**config.mk**
```make
export PLATFORM = sky130hd
export DESIGN_NAME = trusted_proxy_real_ip_select
export DESIGN_NICKNAME = d
export VERILOG_FILES = /design/src/sv/tpris_pkg.sv /design/src/sv/trusted_proxy_real_ip_select.sv /design/src/sv/tpris_ram.sv /design/src/sv/tpris_front.sv /design/src/sv/tpris_fifo.sv /design/src/sv/tpris_back.sv
export SDC_FILE = /design/constraint.sdc
export NUM_CORES = 2
export LEC_CHECK = 0
export BUFFER_PORTS_ARGS = -buffer_cell sky130_fd_sc_hd__buf_2
export CORE_ASPECT_RATIO = 1.5
export CORE_MARGIN = 10
export CORE_UTILIZATION = 25
export CTS_CLUSTER_SIZE = 20
export DETAILED_ROUTE_END_ITERATION = 10
export SLEW_MARGIN = 30
export SYNTH_ARGS = -nofsm -noshare
export SYNTH_HDL_FRONTEND = slang
export SYNTH_SLANG_ARGS = --single-unit
```
**constraint.sdc**
```tcl
create_clock -name clk_i -period 27.3 [get_ports clk_i]
set_clock_uncertainty 0.1 [all_clocks]
set_input_delay 1.365 -clock clk_i [delete_from_list [all_inputs] [get_ports clk_i]]
set_output_delay 1.365 -clock clk_i [all_outputs]
set_load 0.03 [all_outputs]
```
**src/sv/tpris_pkg.sv**
```systemverilog
`timescale 1ns / 1ps
// ----------------------------------------------------------------------------
// tpris_pkg
// Types, codes and helpers shared by the trusted proxy real IP selector.
// ----------------------------------------------------------------------------
package tpris_pkg;

  localparam int unsigned AddrW = 128;

  localparam logic [1:0] CmdLoad = 2'd0;
  localparam logic [1:0] CmdPeer = 2'd1;
  localparam logic [1:0] CmdFwd  = 2'd2;

  localparam logic [1:0] StatLoadOk  = 2'd0;
  localparam logic [1:0] StatLoadRej = 2'd1;
  localparam logic [1:0] StatFwd     = 2'd2;
  localparam logic [1:0] StatPeer    = 2'd3;

  localparam logic [7:0] MaxV4Prefix = 8'd32;
  localparam logic [7:0] MaxV6Prefix = 8'd128;

  localparam int unsigned QDepth = 2;

  typedef enum logic [2:0] {
    KindLoadWr,
    KindLoadClr,
    KindLoadRej,
    KindPeer,
    KindFwd
  } kind_e;

  typedef struct packed {
    logic [1:0]  cmd;
    logic [63:0] addr_high;
    logic [63:0] addr_low;
    logic        is_v6;
    logic        unspecified;
    logic        header_present;
    logic        last_entry;
    logic [3:0]  entry_index;
    logic [7:0]  prefix_length;
    logic        entry_enable;
  } tpris_in_t;

  typedef struct packed {
    logic [1:0]  status;
    logic [63:0] real_addr_high;
    logic [63:0] real_addr_low;
    logic        real_is_v6;
  } tpris_out_t;

  // Classified item handed from the front to the back
  typedef struct packed {
    kind_e       kind;
    logic [63:0] addr_high;
    logic [63:0] addr_low;
    logic        is_v6;
    logic        unspecified;
    logic        header_present;
    logic        last_entry;
    logic [3:0]  entry_index;
    logic [7:0]  prefix_length;
  } tpris_item_t;

  typedef struct packed {
    logic [63:0] net_high;
    logic [63:0] net_low;
    logic        v6;
    logic [7:0]  prefix;
  } tpris_entry_t;

  // Left-align an address: IPv4 moves to the top 32 bits
  function automatic logic [AddrW-1:0] align_addr(logic v6, logic [63:0] hi, logic [63:0] lo);
    logic [AddrW-1:0] r;
    if (v6) begin
      r = {hi, lo};
    end else begin
      r = {lo[31:0], 96'd0};
    end
    return r;
  endfunction

  function automatic tpris_out_t make_out(logic [1:0] st, logic v6, logic [63:0] hi,
                                          logic [63:0] lo);
    tpris_out_t o;
    o.status         = st;
    o.real_addr_high = v6 ? hi : 64'd0;
    o.real_addr_low  = v6 ? lo : {32'd0, lo[31:0]};
    o.real_is_v6     = v6;
    return o;
  endfunction

endpackage

```
**src/sv/trusted_proxy_real_ip_select.sv**
```systemverilog
`timescale 1ns / 1ps
// ----------------------------------------------------------------------------
// trusted_proxy_real_ip_select
// Picks the real client address from a peer and its forwarded hop list.
// ----------------------------------------------------------------------------
// Load transfers write or clear one slot of the trusted CIDR table, or are
// rejected with a status. A peer transfer with a header, and a forwarded
// transfer in multi-hop mode that names an address while a request is open,
// are checked against the table one entry per cycle through the single table
// read port and prefix comparator; a scan stops early on a match. Other
// transfers finish without a scan. A two-entry queue lets new transfers
// land while a scan runs or a result waits in the result register; the back
// end takes the next item only once that register is empty or being drained.
// The mode register is written through the config port.
module trusted_proxy_real_ip_select #(
  parameter int unsigned TRUST_ENTRIES = 16
) (
  input  logic                  clk_i,
  input  logic                  rst_ni,
  input  logic                  in_valid_i,
  input  tpris_pkg::tpris_in_t  in_data_i,
  output logic                  in_stall_o,
  output logic                  out_valid_o,
  output tpris_pkg::tpris_out_t out_data_o,
  input  logic                  out_stall_i,
  input  logic                  cfg_valid_i,
  input  logic                  cfg_data_i,
  output logic                  cfg_ready_o
);
  import tpris_pkg::*;

  logic        q_push, q_pop, q_full, q_empty;
  tpris_item_t q_in, q_out;

  assign cfg_ready_o = 1'b1;

  tpris_front #(
    .TRUST_ENTRIES(TRUST_ENTRIES)
  ) u_front (
    .in_valid_i(in_valid_i),
    .in_data_i (in_data_i),
    .in_stall_o(in_stall_o),
    .q_full_i  (q_full),
    .q_push_o  (q_push),
    .q_item_o  (q_in)
  );

  tpris_fifo u_fifo (
    .clk_i  (clk_i),
    .rst_ni (rst_ni),
    .push_i (q_push),
    .item_i (q_in),
    .full_o (q_full),
    .pop_i  (q_pop),
    .item_o (q_out),
    .empty_o(q_empty)
  );

  tpris_back #(
    .TRUST_ENTRIES(TRUST_ENTRIES)
  ) u_back (
    .clk_i      (clk_i),
    .rst_ni     (rst_ni),
    .q_empty_i  (q_empty),
    .q_item_i   (q_out),
    .q_pop_o    (q_pop),
    .cfg_we_i   (cfg_valid_i && cfg_ready_o),
    .cfg_data_i (cfg_data_i),
    .out_valid_o(out_valid_o),
    .out_data_o (out_data_o),
    .out_stall_i(out_stall_i)
  );

endmodule

```
**src/sv/tpris_ram.sv**
```systemverilog
`timescale 1ns / 1ps
// ----------------------------------------------------------------------------
// tpris_ram
// Generic single write port, single read port RAM with registered read data.
// ----------------------------------------------------------------------------
module tpris_ram #(
  parameter int unsigned WIDTH = 8,
  parameter int unsigned DEPTH = 16,
  parameter int unsigned AW    = (DEPTH > 1) ? $clog2(DEPTH) : 1
) (
  input  logic             clk_i,
  input  logic             we_i,
  input  logic [AW-1:0]    waddr_i,
  input  logic [WIDTH-1:0] wdata_i,
  input  logic             re_i,
  input  logic [AW-1:0]    raddr_i,
  output logic [WIDTH-1:0] rdata_o
);

  logic [WIDTH-1:0] mem_q [DEPTH];
  logic [WIDTH-1:0] rdata_q;

  always_ff @(posedge clk_i) begin
    if (we_i) begin
      mem_q[waddr_i] <= wdata_i;
    end
    if (re_i) begin
      rdata_q <= mem_q[raddr_i];
    end
  end

  assign rdata_o = rdata_q;

endmodule

```
**src/sv/tpris_front.sv**
```systemverilog
`timescale 1ns / 1ps
// ----------------------------------------------------------------------------
// tpris_front
// Accepts input items, checks load requests and normalizes addresses.
// ----------------------------------------------------------------------------
module tpris_front #(
  parameter int unsigned TRUST_ENTRIES = 16
) (
  input  logic                 in_valid_i,
  input  tpris_pkg::tpris_in_t in_data_i,
  output logic                 in_stall_o,
  input  logic                 q_full_i,
  output logic                 q_push_o,
  output tpris_pkg::tpris_item_t q_item_o
);
  import tpris_pkg::*;

  logic       idx_bad;
  logic       plen_bad;
  logic       known;
  tpris_item_t it;

  assign idx_bad  = int'(in_data_i.entry_index) >= int'(TRUST_ENTRIES);
  assign plen_bad = in_data_i.is_v6 ? (in_data_i.prefix_length > MaxV6Prefix)
                                    : (in_data_i.prefix_length > MaxV4Prefix);

  always_comb begin
    known             = 1'b1;
    it.kind           = KindFwd;
    it.addr_high      = in_data_i.is_v6 ? in_data_i.addr_high : 64'd0;
    it.addr_low       = in_data_i.is_v6 ? in_data_i.addr_low
                                        : {32'd0, in_data_i.addr_low[31:0]};
    it.is_v6          = in_data_i.is_v6;
    it.unspecified    = in_data_i.unspecified;
    it.header_present = in_data_i.header_present;
    it.last_entry     = in_data_i.last_entry;
    it.entry_index    = in_data_i.entry_index;
    it.prefix_length  = in_data_i.prefix_length;
    case (in_data_i.cmd)
      CmdLoad: begin
        if (idx_bad) begin
          it.kind = KindLoadRej;
        end else if (!in_data_i.entry_enable) begin
          it.kind = KindLoadClr;
        end else if (plen_bad) begin
          it.kind = KindLoadRej;
        end else begin
          it.kind = KindLoadWr;
        end
      end
      CmdPeer: it.kind = KindPeer;
      CmdFwd:  it.kind = KindFwd;
      default: known = 1'b0;
    endcase
  end

  assign in_stall_o = q_full_i;
  assign q_push_o   = in_valid_i && !q_full_i && known;
  assign q_item_o   = it;

endmodule

```
**src/sv/tpris_fifo.sv**
```systemverilog
`timescale 1ns / 1ps
// ----------------------------------------------------------------------------
// tpris_fifo
// Short queue of classified items between the front and the back.
// ----------------------------------------------------------------------------
module tpris_fifo (
  input  logic                   clk_i,
  input  logic                   rst_ni,
  input  logic                   push_i,
  input  tpris_pkg::tpris_item_t item_i,
  output logic                   full_o,
  input  logic                   pop_i,
  output tpris_pkg::tpris_item_t item_o,
  output logic                   empty_o
);
  import tpris_pkg::*;

  localparam int unsigned PtrW = (QDepth > 1) ? $clog2(QDepth) : 1;
  localparam int unsigned CntW = $clog2(QDepth + 1);

  tpris_item_t     mem_q [QDepth];
  logic [PtrW-1:0] wr_q, wr_d, rd_q, rd_d;
  logic [CntW-1:0] cnt_q, cnt_d;

  assign full_o  = cnt_q == CntW'(QDepth);
  assign empty_o = cnt_q == '0;
  assign item_o  = mem_q[rd_q];

  always_comb begin
    wr_d  = wr_q;
    rd_d  = rd_q;
    cnt_d = cnt_q;
    if (push_i) begin
      wr_d = (wr_q == PtrW'(QDepth - 1)) ? '0 : wr_q + 1'b1;
    end
    if (pop_i) begin
      rd_d = (rd_q == PtrW'(QDepth - 1)) ? '0 : rd_q + 1'b1;
    end
    if (push_i && !pop_i) begin
      cnt_d = cnt_q + 1'b1;
    end else if (pop_i && !push_i) begin
      cnt_d = cnt_q - 1'b1;
    end
  end

  always_ff @(posedge clk_i or negedge rst_ni) begin
    if (!rst_ni) begin
      wr_q  <= '0;
      rd_q  <= '0;
      cnt_q <= '0;
    end else begin
      wr_q  <= wr_d;
      rd_q  <= rd_d;
      cnt_q <= cnt_d;
    end
  end

  always_ff @(posedge clk_i) begin
    if (push_i) begin
      mem_q[wr_q] <= item_i;
    end
  end

endmodule

```
**src/sv/tpris_back.sv**
```systemverilog
`timescale 1ns / 1ps
// ----------------------------------------------------------------------------
// tpris_back
// Executes queued items: trust table updates, trust scans, request tracking.
// ----------------------------------------------------------------------------
module tpris_back #(
  parameter int unsigned TRUST_ENTRIES = 16
) (
  input  logic                   clk_i,
  input  logic                   rst_ni,
  input  logic                   q_empty_i,
  input  tpris_pkg::tpris_item_t q_item_i,
  output logic                   q_pop_o,
  input  logic                   cfg_we_i,
  input  logic                   cfg_data_i,
  output logic                   out_valid_o,
  output tpris_pkg::tpris_out_t  out_data_o,
  input  logic                   out_stall_i
);
  import tpris_pkg::*;

  localparam int unsigned IdxW = (TRUST_ENTRIES > 1) ? $clog2(TRUST_ENTRIES) : 1;
  localparam int unsigned CntW = $clog2(TRUST_ENTRIES + 1);
  localparam logic StIdle = 1'b0;
  localparam logic StScan = 1'b1;
  localparam logic [AddrW-1:0] Ones = '1;

  logic                     state_q, state_d;
  tpris_item_t              cur_q, cur_d;
  logic [63:0]              peer_high_q, peer_high_d, peer_low_q, peer_low_d;
  logic                     peer_v6_q, peer_v6_d;
  logic                     searching_q, searching_d;
  logic                     mode_q;
  logic [CntW-1:0]          cnt_q, cnt_d;
  logic                     pend_q, pend_d;
  logic                     vld_rd_q, vld_rd_d;
  logic [TRUST_ENTRIES-1:0] valid_q, valid_d;
  logic                     out_valid_q, out_valid_d;
  tpris_out_t               out_q, out_d;

  logic                     pop;
  logic                     ram_we, ram_re;
  logic [IdxW-1:0]          widx, ridx;
  tpris_entry_t             wentry, rentry;
  logic [$bits(tpris_entry_t)-1:0] rdata;
  logic [AddrW-1:0]         cur_al, ent_al, pmask;
  logic                     hit, scan_end;

  assign widx   = IdxW'(q_item_i.entry_index);
  assign ridx   = cnt_q[IdxW-1:0];
  assign wentry = '{net_high: q_item_i.addr_high, net_low: q_item_i.addr_low,
                    v6: q_item_i.is_v6, prefix: q_item_i.prefix_length};
  assign rentry = tpris_entry_t'(rdata);

  tpris_ram #(
    .WIDTH($bits(tpris_entry_t)),
    .DEPTH(TRUST_ENTRIES),
    .AW   (IdxW)
  ) u_table (
    .clk_i  (clk_i),
    .we_i   (ram_we),
    .waddr_i(widx),
    .wdata_i(wentry),
    .re_i   (ram_re),
    .raddr_i(ridx),
    .rdata_o(rdata)
  );

  // Shared prefix comparator
  assign cur_al   = align_addr(cur_q.is_v6, cur_q.addr_high, cur_q.addr_low);
  assign ent_al   = align_addr(rentry.v6, rentry.net_high, rentry.net_low);
  assign pmask    = ~(Ones >> rentry.prefix);
  assign hit      = pend_q && vld_rd_q && (rentry.v6 == cur_q.is_v6) &&
                    (((cur_al ^ ent_al) & pmask) == '0);
  assign scan_end = cnt_q == CntW'(TRUST_ENTRIES);

  assign pop = (state_q == StIdle) && !q_empty_i && (!out_valid_q || !out_stall_i);

  always_comb begin
    state_d     = state_q;
    cur_d       = cur_q;
    peer_high_d = peer_high_q;
    peer_low_d  = peer_low_q;
    peer_v6_d   = peer_v6_q;
    searching_d = searching_q;
    cnt_d       = cnt_q;
    pend_d      = pend_q;
    vld_rd_d    = vld_rd_q;
    valid_d     = valid_q;
    out_valid_d = out_valid_q;
    out_d       = out_q;
    ram_we      = 1'b0;
    ram_re      = 1'b0;

    if (out_valid_q && !out_stall_i) begin
      out_valid_d = 1'b0;
    end

    case (state_q)
      StIdle: begin
        if (pop) begin
          cur_d  = q_item_i;
          cnt_d  = '0;
          pend_d = 1'b0;
          case (q_item_i.kind)
            KindLoadRej: begin
              out_valid_d = 1'b1;
              out_d       = make_out(StatLoadRej, 1'b0, 64'd0, 64'd0);
            end
            KindLoadClr: begin
              valid_d[widx] = 1'b0;
              out_valid_d   = 1'b1;
              out_d         = make_out(StatLoadOk, 1'b0, 64'd0, 64'd0);
            end
            KindLoadWr: begin
              ram_we        = 1'b1;
              valid_d[widx] = 1'b1;
              out_valid_d   = 1'b1;
              out_d         = make_out(StatLoadOk, 1'b0, 64'd0, 64'd0);
            end
            KindPeer: begin
              peer_high_d = q_item_i.addr_high;
              peer_low_d  = q_item_i.addr_low;
              peer_v6_d   = q_item_i.is_v6;
              if (!q_item_i.header_present) begin
                searching_d = 1'b0;
                out_valid_d = 1'b1;
                out_d       = make_out(StatPeer, q_item_i.is_v6, q_item_i.addr_high,
                                       q_item_i.addr_low);
              end else begin
                state_d = StScan;
              end
            end
            KindFwd: begin
              if (searching_q) begin
                if (!mode_q) begin
                  searching_d = 1'b0;
                  out_valid_d = 1'b1;
                  if (q_item_i.unspecified) begin
                    out_d = make_out(StatPeer, peer_v6_q, peer_high_q, peer_low_q);
                  end else begin
                    out_d = make_out(StatFwd, q_item_i.is_v6, q_item_i.addr_high,
                                     q_item_i.addr_low);
                  end
                end else if (q_item_i.unspecified) begin
                  if (q_item_i.last_entry) begin
                    searching_d = 1'b0;
                    out_valid_d = 1'b1;
                    out_d       = make_out(StatPeer, peer_v6_q, peer_high_q, peer_low_q);
                  end
                end else begin
                  state_d = StScan;
                end
              end
            end
            default: ;
          endcase
        end
      end
      StScan: begin
        if (!scan_end) begin
          ram_re   = 1'b1;
          cnt_d    = cnt_q + 1'b1;
          vld_rd_d = valid_q[ridx];
        end
        pend_d = !scan_end;
        if (hit || scan_end) begin
          state_d = StIdle;
          if (cur_q.kind == KindPeer) begin
            searching_d = hit;
            if (!hit) begin
              out_valid_d = 1'b1;
              out_d       = make_out(StatPeer, peer_v6_q, peer_high_q, peer_low_q);
            end
          end else if (hit) begin
            if (cur_q.last_entry) begin
              searching_d = 1'b0;
              out_valid_d = 1'b1;
              out_d       = make_out(StatPeer, peer_v6_q, peer_high_q, peer_low_q);
            end
          end else begin
            searching_d = 1'b0;
            out_valid_d = 1'b1;
            out_d       = make_out(StatFwd, cur_q.is_v6, cur_q.addr_high, cur_q.addr_low);
          end
        end
      end
      default: state_d = StIdle;
    endcase
  end

  always_ff @(posedge clk_i or negedge rst_ni) begin
    if (!rst_ni) begin
      state_q     <= StIdle;
      peer_high_q <= '0;
      peer_low_q  <= '0;
      peer_v6_q   <= 1'b0;
      searching_q <= 1'b0;
      mode_q      <= 1'b1;
      cnt_q       <= '0;
      pend_q      <= 1'b0;
      vld_rd_q    <= 1'b0;
      valid_q     <= '0;
      out_valid_q <= 1'b0;
    end else begin
      state_q     <= state_d;
      peer_high_q <= peer_high_d;
      peer_low_q  <= peer_low_d;
      peer_v6_q   <= peer_v6_d;
      searching_q <= searching_d;
      if (cfg_we_i) begin
        mode_q <= cfg_data_i;
      end
      cnt_q       <= cnt_d;
      pend_q      <= pend_d;
      vld_rd_q    <= vld_rd_d;
      valid_q     <= valid_d;
      out_valid_q <= out_valid_d;
    end
  end

  always_ff @(posedge clk_i) begin
    cur_q <= cur_d;
    out_q <= out_d;
  end

  assign q_pop_o     = pop;
  assign out_valid_o = out_valid_q;
  assign out_data_o  = out_q;

endmodule

```
==> After elaboration in Yosys (flattened, before gate mapping) <==
Memories as Yosys holds them, arrays and structs flattened. A register that Yosys moved wholly into a read port is not among the register bits.
Index checks and enable logic that the tools add are counted.
{ "op_classes": {"eq_ne": 22, "multipliers": 0, "div_mod_pow": 0, "magnitude_cmp": 5, "add_sub_neg": 5, "mux": 86, "n_shift": 1, "bitwise_logic": 8, "reduce_logical": 36} }
{ "op_table": {"columns": ["op", "count"], "rows": [
  ["131-bit two-way mux", 11],
  ["131-bit case mux with 4 select lines", 1],
  ["64-bit two-way mux", 8],
  ["131-bit case mux with 2 select lines", 1],
  ["128-bit two-way mux", 2],
  ["130-bit two-way mux", 1],
  ["128-bit AND", 1],
  ["128-bit zero test", 1],
  ["128-bit inverter", 1],
  ["128-bit by 8-bit right shift with 128-bit output (first input constant)", 1],
  ["128-bit bitwise XOR", 1],
  ["1-bit two-way mux", 44],
  ["16-bit case mux with 2 select lines", 1],
  ["16-bit AND", 1],
  ["16-bit inverter", 1],
  ["16-bit bitwise OR", 1],
  ["3-bit != test (second input constant)", 4],
  ["1-bit case mux with 2 select lines", 6],
  ["1-bit logical AND", 11],
  ["4-bit by 5-bit less-than comparator with 1-bit output (second input constant)", 2],
  ["5-bit two-way mux", 2],
  ["5-bit case mux with 2 select lines", 1],
  ["3-bit by 2-bit == test with 1-bit output (second input constant)", 3],
  ["9-bit AND reduction", 1],
  ["35 further kinds", 56]
]} }
{ "word_totals": {"latch_bits": 0, "n_memories": 2, "regBits": 424, "rom_bits": 0, "output_inout_bits": 134, "wordCells": 188, "in_bits": 153, "ram_bits": 2486} }
{ "mem_list": {"columns": ["memory", "words", "width", "read_ports", "rd_clocked_by_memory_dff", "write_ports", "line_no", "source"], "rows": [
  ["u_back.u_table.mem_q", 16, 137, 1, 1, 1, "tpris_ram.sv:20", "logic [WIDTH-1:0] mem_q [DEPTH];"],
  ["u_fifo.mem_q", 2, 147, 1, 0, 1, "tpris_fifo.sv:21", "tpris_item_t mem_q [QDepth];"]
]} }

==> Depth between registers and ports, before layout <==
{ "logic_depth": {"depth_word": 10, "ltp_mapped": 18, "ltp_nobuf": 10} }

==> Cells and area by module <==
Synthesis repeated with hierarchy kept, for this count alone.
{ "unflattened": {"cells_unflattened": 6600, "hier_area_um2": 121980.7} }
{ "by_module_without_submodules": {"columns": ["module", "seq_area_each_um2", "area_each_um2", "n_inst", "cells_per_inst"], "rows": [
  ["tpris_ram", 69937.1, 86526.7, 1, 3599],
  ["tpris_back", 11832.6, 23532.6, 1, 2359],
  ["tpris_fifo", 8928.6, 10830.4, 1, 473],
  ["tpris_front", 0.0, 1079.8, 1, 167],
  ["trusted_proxy_real_ip_select", 0.0, 11.3, 1, 2]
]} }

==> Worst setup path after synthesis <==
OpenSTA, ideal clock, no wires.
{ "synth_timing": {"path_kind": "input-to-reg", "from": "input port out_stall_i", "to": "memory u_back.u_table.mem_q[15][0] (netlist name) (enable)", "path_buffers": 1, "setup_ns": 0.636, "required_ns": 26.564, "setup_slack_ns": 9.850, "cell_stages": 6, "t_arrival_ns": 16.714, "cell_sequence": "a21oi_1 -> clkinv_1 -> nor4_1 -> nand2b_1 -> clkbuf_1 -> nor2_1"} }
{ "synth_via": {"elab_chain_len": 7} }
{ "synth_rtl": {"columns": ["item", "line_no", "source"], "rows": [
  ["from (decl)", "trusted_proxy_real_ip_select.sv:25", "input logic out_stall_i,"],
  ["1-bit zero test", "tpris_back.sv:77", "assign pop = (state_q == StIdle) && !q_empty_i && (!out_valid_q || !out_stall_i);"],
  ["1-bit logical OR", "tpris_back.sv:77", null],
  ["1-bit logical AND", "tpris_back.sv:77", null],
  ["1-bit two-way mux", "tpris_back.sv:101", "if (pop) begin"],
  ["1-bit two-way mux", "tpris_back.sv:99", "case (state_q)"],
  ["1-bit two-way mux", "tpris_ram.sv:24", "if (we_i) begin"],
  ["1-bit two-way mux (not written as such)", "tpris_ram.sv:25", "mem_q[waddr_i] <= wdata_i;"],
  ["to (decl)", "tpris_ram.sv:20", null]
]} }
No other way between the ends.

==> Worst setup path in the final report <==
{ "layout_timing": {"from": "register u_back.cur_q[15] (netlist name)", "to": "register u_back.out_q (netlist bit u_back.out_data_o[94]) (enable)"} }
{ "layout_via": {"elab_chain_len": 8, "word_cells_on_any_way": 12, "cone_classes": "eq/ne (4); mux (1); bitwise (2); reduce/logical (5)"} }
{ "layout_rtl": {"columns": ["item", "line_no", "source"], "rows": [
  ["from (decl)", "tpris_back.sv:29", "tpris_item_t cur_q, cur_d;"],
  ["from (signal assigned)", "tpris_back.sv:223", "cur_q <= cur_d;"],
  ["128-bit two-way mux", "tpris_pkg.sv:75", "if (v6) begin"],
  ["128-bit bitwise XOR", "tpris_back.sv:74", "(((cur_al ^ ent_al) & pmask) == '0);"],
  ["128-bit AND", "tpris_back.sv:74", null],
  ["128-bit zero test", "tpris_back.sv:74", null],
  ["1-bit logical AND (*)", "tpris_back.sv:73", "assign hit = pend_q && vld_rd_q && (rentry.v6 == cur_q.is_v6) &&"],
  ["1-bit logical OR", "tpris_back.sv:167", "if (hit || scan_end) begin"],
  ["2-bit != test (no line)", null, null],
  ["9-bit AND reduction (no line) (*)", null, null],
  ["to (signal assigned)", "tpris_back.sv:224", "out_q <= out_d;"],
  ["to (decl)", "tpris_back.sv:39", "tpris_out_t out_q, out_d;"]
]} }
Every way passes the cells marked *; elsewhere a longest branch is shown, timed or not.
A chain may end at the register's enable or synchronous reset.

==> load_flow_metrics.sql <==
INSERT INTO impl_metrics (metric_group, metric, value, unit) VALUES
('critical_path', 'data_arrival_time_of_the_critical_path', '7490', 'ps'),
('critical_path', 'startpoint_kind_of_the_worst_setup_timing_path', 'register', ''),
('layout', 'final_cell_count_no_fill', '12900', ''),
('sta', 'achievable-frequency', '0.140', 'GHz'),
('floorplanning', 'die_w', '586', 'µm'),
('critical_path', 'critical_path_data_required_time', '27660', 'ps'),
('synth', 'main_combinational_cell_family_by_area_after_synthesis', 'multiplexers', ''),
('grt', 'grt_antenna_before_repair', '83', ''),
('synth', 'syn-cell-area', '120000', 'µm²'),
('floorplanning', 'design.die.area', '510000', 'µm²'),
('critical_path', 'reg2reg_from', 'u_back.cur_q[15]$_DFFE_PP_', ''),
('layout', 'num-nets-final', '6502', ''),
('power', 'cellLeakagePower', '43.5', 'nW'),
('sta', 'finalMaxSlewViolations', '0', ''),
('grt', 'maximum_number_of_pins_on_one_net_before_global_route_repair', '140', ''),
('routing', 'detailroute.via_count', '61400', ''),
('synth', 'count_of_state_elements_after_synthesis', '3047', ''),
('routing', 'routedWlPerCell', '28.5', 'µm'),
('grt', 'grt_first_pass_wirelength', '506000', 'µm'),
('synth', 'syn-mean-instance-area', '20.1', 'µm²'),
('layout', 'fillers', '46600', ''),
('synth', 'postSynthCellCount', '5996', ''),
('run', 'maxCapViolCount', '0', ''),
('power', 'vdd.ir_drop.worst', '0.104', 'mV'),
('critical_path', 'timing.critical_path.mode_cell', 'buf_4', ''),
('clock_tree', 'ctsLongestPathBuffers', '4', ''),
('layout', 'layout.core_utilization', '29.0', '%'),
('critical_path', 'timing.critical_path.fanout_max', '80', ''),
('floorplanning', 'effective_utilization_at_floorplan', '25.1', '%'),
('floorplanning', 'core', '479000', 'µm²'),
('synth', 'synth_simple_gate_area_share', '3.14', '%'),
('sta', 'finalCritPeriodShare', '26.1', '%'),
('placement', 'detailedPlacementHpwl', '230000', 'µm'),
('status', 'outcome', 'finished clean', ''),
('floorplanning', 'placementRows', '311', ''),
('sta', 'setup_tns', '0', 'ps'),
('clock_tree', 'tritoncts', 'built', ''),
('synth', 'synth_largest_type_area_fraction', '72.1', '%'),
('sta', 'setup_viol_count_final', '0', ''),
('synth', 'syn_nets', '6152', ''),
('sta', 'timing_worst_slew_pin_value', '1100', 'ps'),
('synth', 'synthesis.yosys.warnings', '0', ''),
('synth', 'synth_flop_cell', 'edfxtp_1', ''),
('layout', 'most_frequent_cells_in_the_layout', 'edfxtp_1 (2887), mux4_2 (690), buf_2 (283)', ''),
('critical_path', 'critical_path.cell_chain', 'buf_4 -> buf_4 -> nand2_2 -> nor4_1 -> a41oi_1 -> a221o_1 -> o21ai_0 -> o211ai_1 -> a2111oi_0 -> nand3_2 -> buf_4 -> a21oi_1 -> o22a_4 -> buf_4', ''),
('routing', 'routed_via_density', '4.77', ''),
('sta', 'timing.slew.headroom', '26.7', '%'),
('routing', 'wirelength', '366000', 'µm'),
('clock_tree', 'ctsResizeCount', '0', ''),
('layout', 'syn2layout_area_growth', '15.4', '%'),
('placement', 'dp_slack', '19950', 'ps'),
('routing', 'drt-pass1-iter-count', '9', ''),
('critical_path', 'critical_path_depth', '14', ''),
('floorplanning', 'y_dimension_of_the_die', '869', 'µm'),
('synth', 'post_synth_edffs', '2887', ''),
('grt', 'first_global_vias', '63000', ''),
('clock_tree', 'insertion_delay', '910', 'ps'),
('routing', 'drc_errors', '0', ''),
('clock_tree', 'tritoncts_num_sinks', '3047', ''),
('critical_path', 'worst_setup_path_end_kind', 'register', ''),
('placement', 'portBuffers', '285', ''),
('sta', 'final_ws_setup', '20160', 'ps'),
('clock_tree', 'inserted_clock_buffers', '272', ''),
('grt', 'globalRoute.totalOverflow', '0', ''),
('routing', 'final_antenna_net_count', '0', ''),
('layout', 'regArea', '90700', 'µm²'),
('floorplanning', 'boundaryPins', '287', ''),
('critical_path', 'worst_r2r_path_depth', '14', ''),
('worst_hold_path', 'hold_path.class', 'in2async', ''),
('clock_tree', 'h_tree_levels', '5', ''),
('synth', 'synth_compound_gate_area_share', '3.41', '%');
-- synth_stat cells (4+ instances only) --
master and instances:
nand2b_1 7, nor2_1 197, nor3_1 25, a41oi_1 7
buf_2 27, a21o_1 5, a32oi_1 4, buf_1 65
o2111ai_1 4, clkbuf_1 229, o21ai_0 171, a21oi_1 101
a211oi_1 10, o31ai_1 12, o211ai_1 7, a2111oi_0 4
a221o_1 99, mux2_2 175, xnor2_1 72, inv_1 116
and2_1 169, nand3_1 18, buf_4 10, mux4_2 690
or4_1 4, mux2i_1 100, o22ai_1 9, a31oi_1 24
nand2_1 257, nor2b_1 4, o221ai_1 33, dfrtp_1 159
nand4_1 15, buf_6 6, nor4bb_1 14, edfxtp_1 2887
nor4_1 14, xor2_1 77, and3_1 37, a22oi_1 75
or2_2 4, a221oi_1 4
-- cell families after synthesis --
family | after synthesis
muxes | 965
DFF | 3047
and+or+nand+nor | 780
buffers and inverters | 455
other | 1
xor gates and xnor gates | 149
adders and majority gates | 4
AOI/OAI and AO/OA | 595
-- power by group --
group	leakage, nW	total [mW]	internal (mW)	switching (mW)
clock	4.42	3.96	2.22	1.74
combinational	10.9	4.53	1.65	2.88
sequential	28.2	6.84	6.21	0.628
-- area by class of cell --
cell class / count / area share, %
clock buffers: 343 / 5.35
multi-input cells: 2494 / 20.2
well taps: 6260 / 5.64
clock inverters: 141 / 1.14
inverters: 118 / 0.319
repair buffers: 413 / 1.98
diodes: 43 / 0.0775
flip-flops and latches: 3047 / 65.3
-- stage by stage --
stage	instance area [µm²]	total power [mW]	hold WS (ps)
after CTS	139000	15.4	289
final	139000	15.3	334
after detailed placement	130000	11.5	394
after global placement	129000	11.4	376
after floorplan	120000	9.58	359
after global routing	139000	15.9	339
-- metal layers --
metal  routed length (µm)  vias up  global-route usage (%)
met1               134000    33000                    16.2
met5                  303        -                       0
met4                20600       44                    6.57
met3                26600      629                    2.99
met2               185000     2541                    24.0
li1                     -    25200                       -
-- sequential cells by signal (all words and copies together) (netlist names), 2 cells and up, named ones only --
name and flops:
u_back.peer_high_q 64, u_back.cnt_q 5, u_fifo.mem_q 294, u_fifo.cnt_q 2, u_back.cur_q 133, u_back.u_table.rdata_o 137
u_back.peer_low_q 64, u_back.u_table.mem_q 2192, u_back.out_data_o 131
-- worst register-to-register path: cells and delay by family, from the launching register on --
kind / cells / cell delay [ps]
flip-flops: 1 / 360
AO/OA/AOI/OAI: 7 / 2530
AND/OR/NAND/NOR: 3 / 1250
buffers and inverters: 4 / 2340
-- how the worst min path moves through the flow --
stage	to	cells after the start
after floorplan	u_fifo.cnt_q[1]$_DFFE_PN0P_	1
after detailed placement	register	2
after global routing	u_back.peer_high_q[60]$_DFFE_PN0P_	1
after CTS	u_back.peer_high_q[60]$_DFFE_PN0P_	1
after global placement	u_fifo.cnt_q[1]$_DFFE_PN0P_	1
final	u_back.peer_high_q[60]$_DFFE_PN0P_	1
Note: power is estimated with default switching activity, not from simulation.
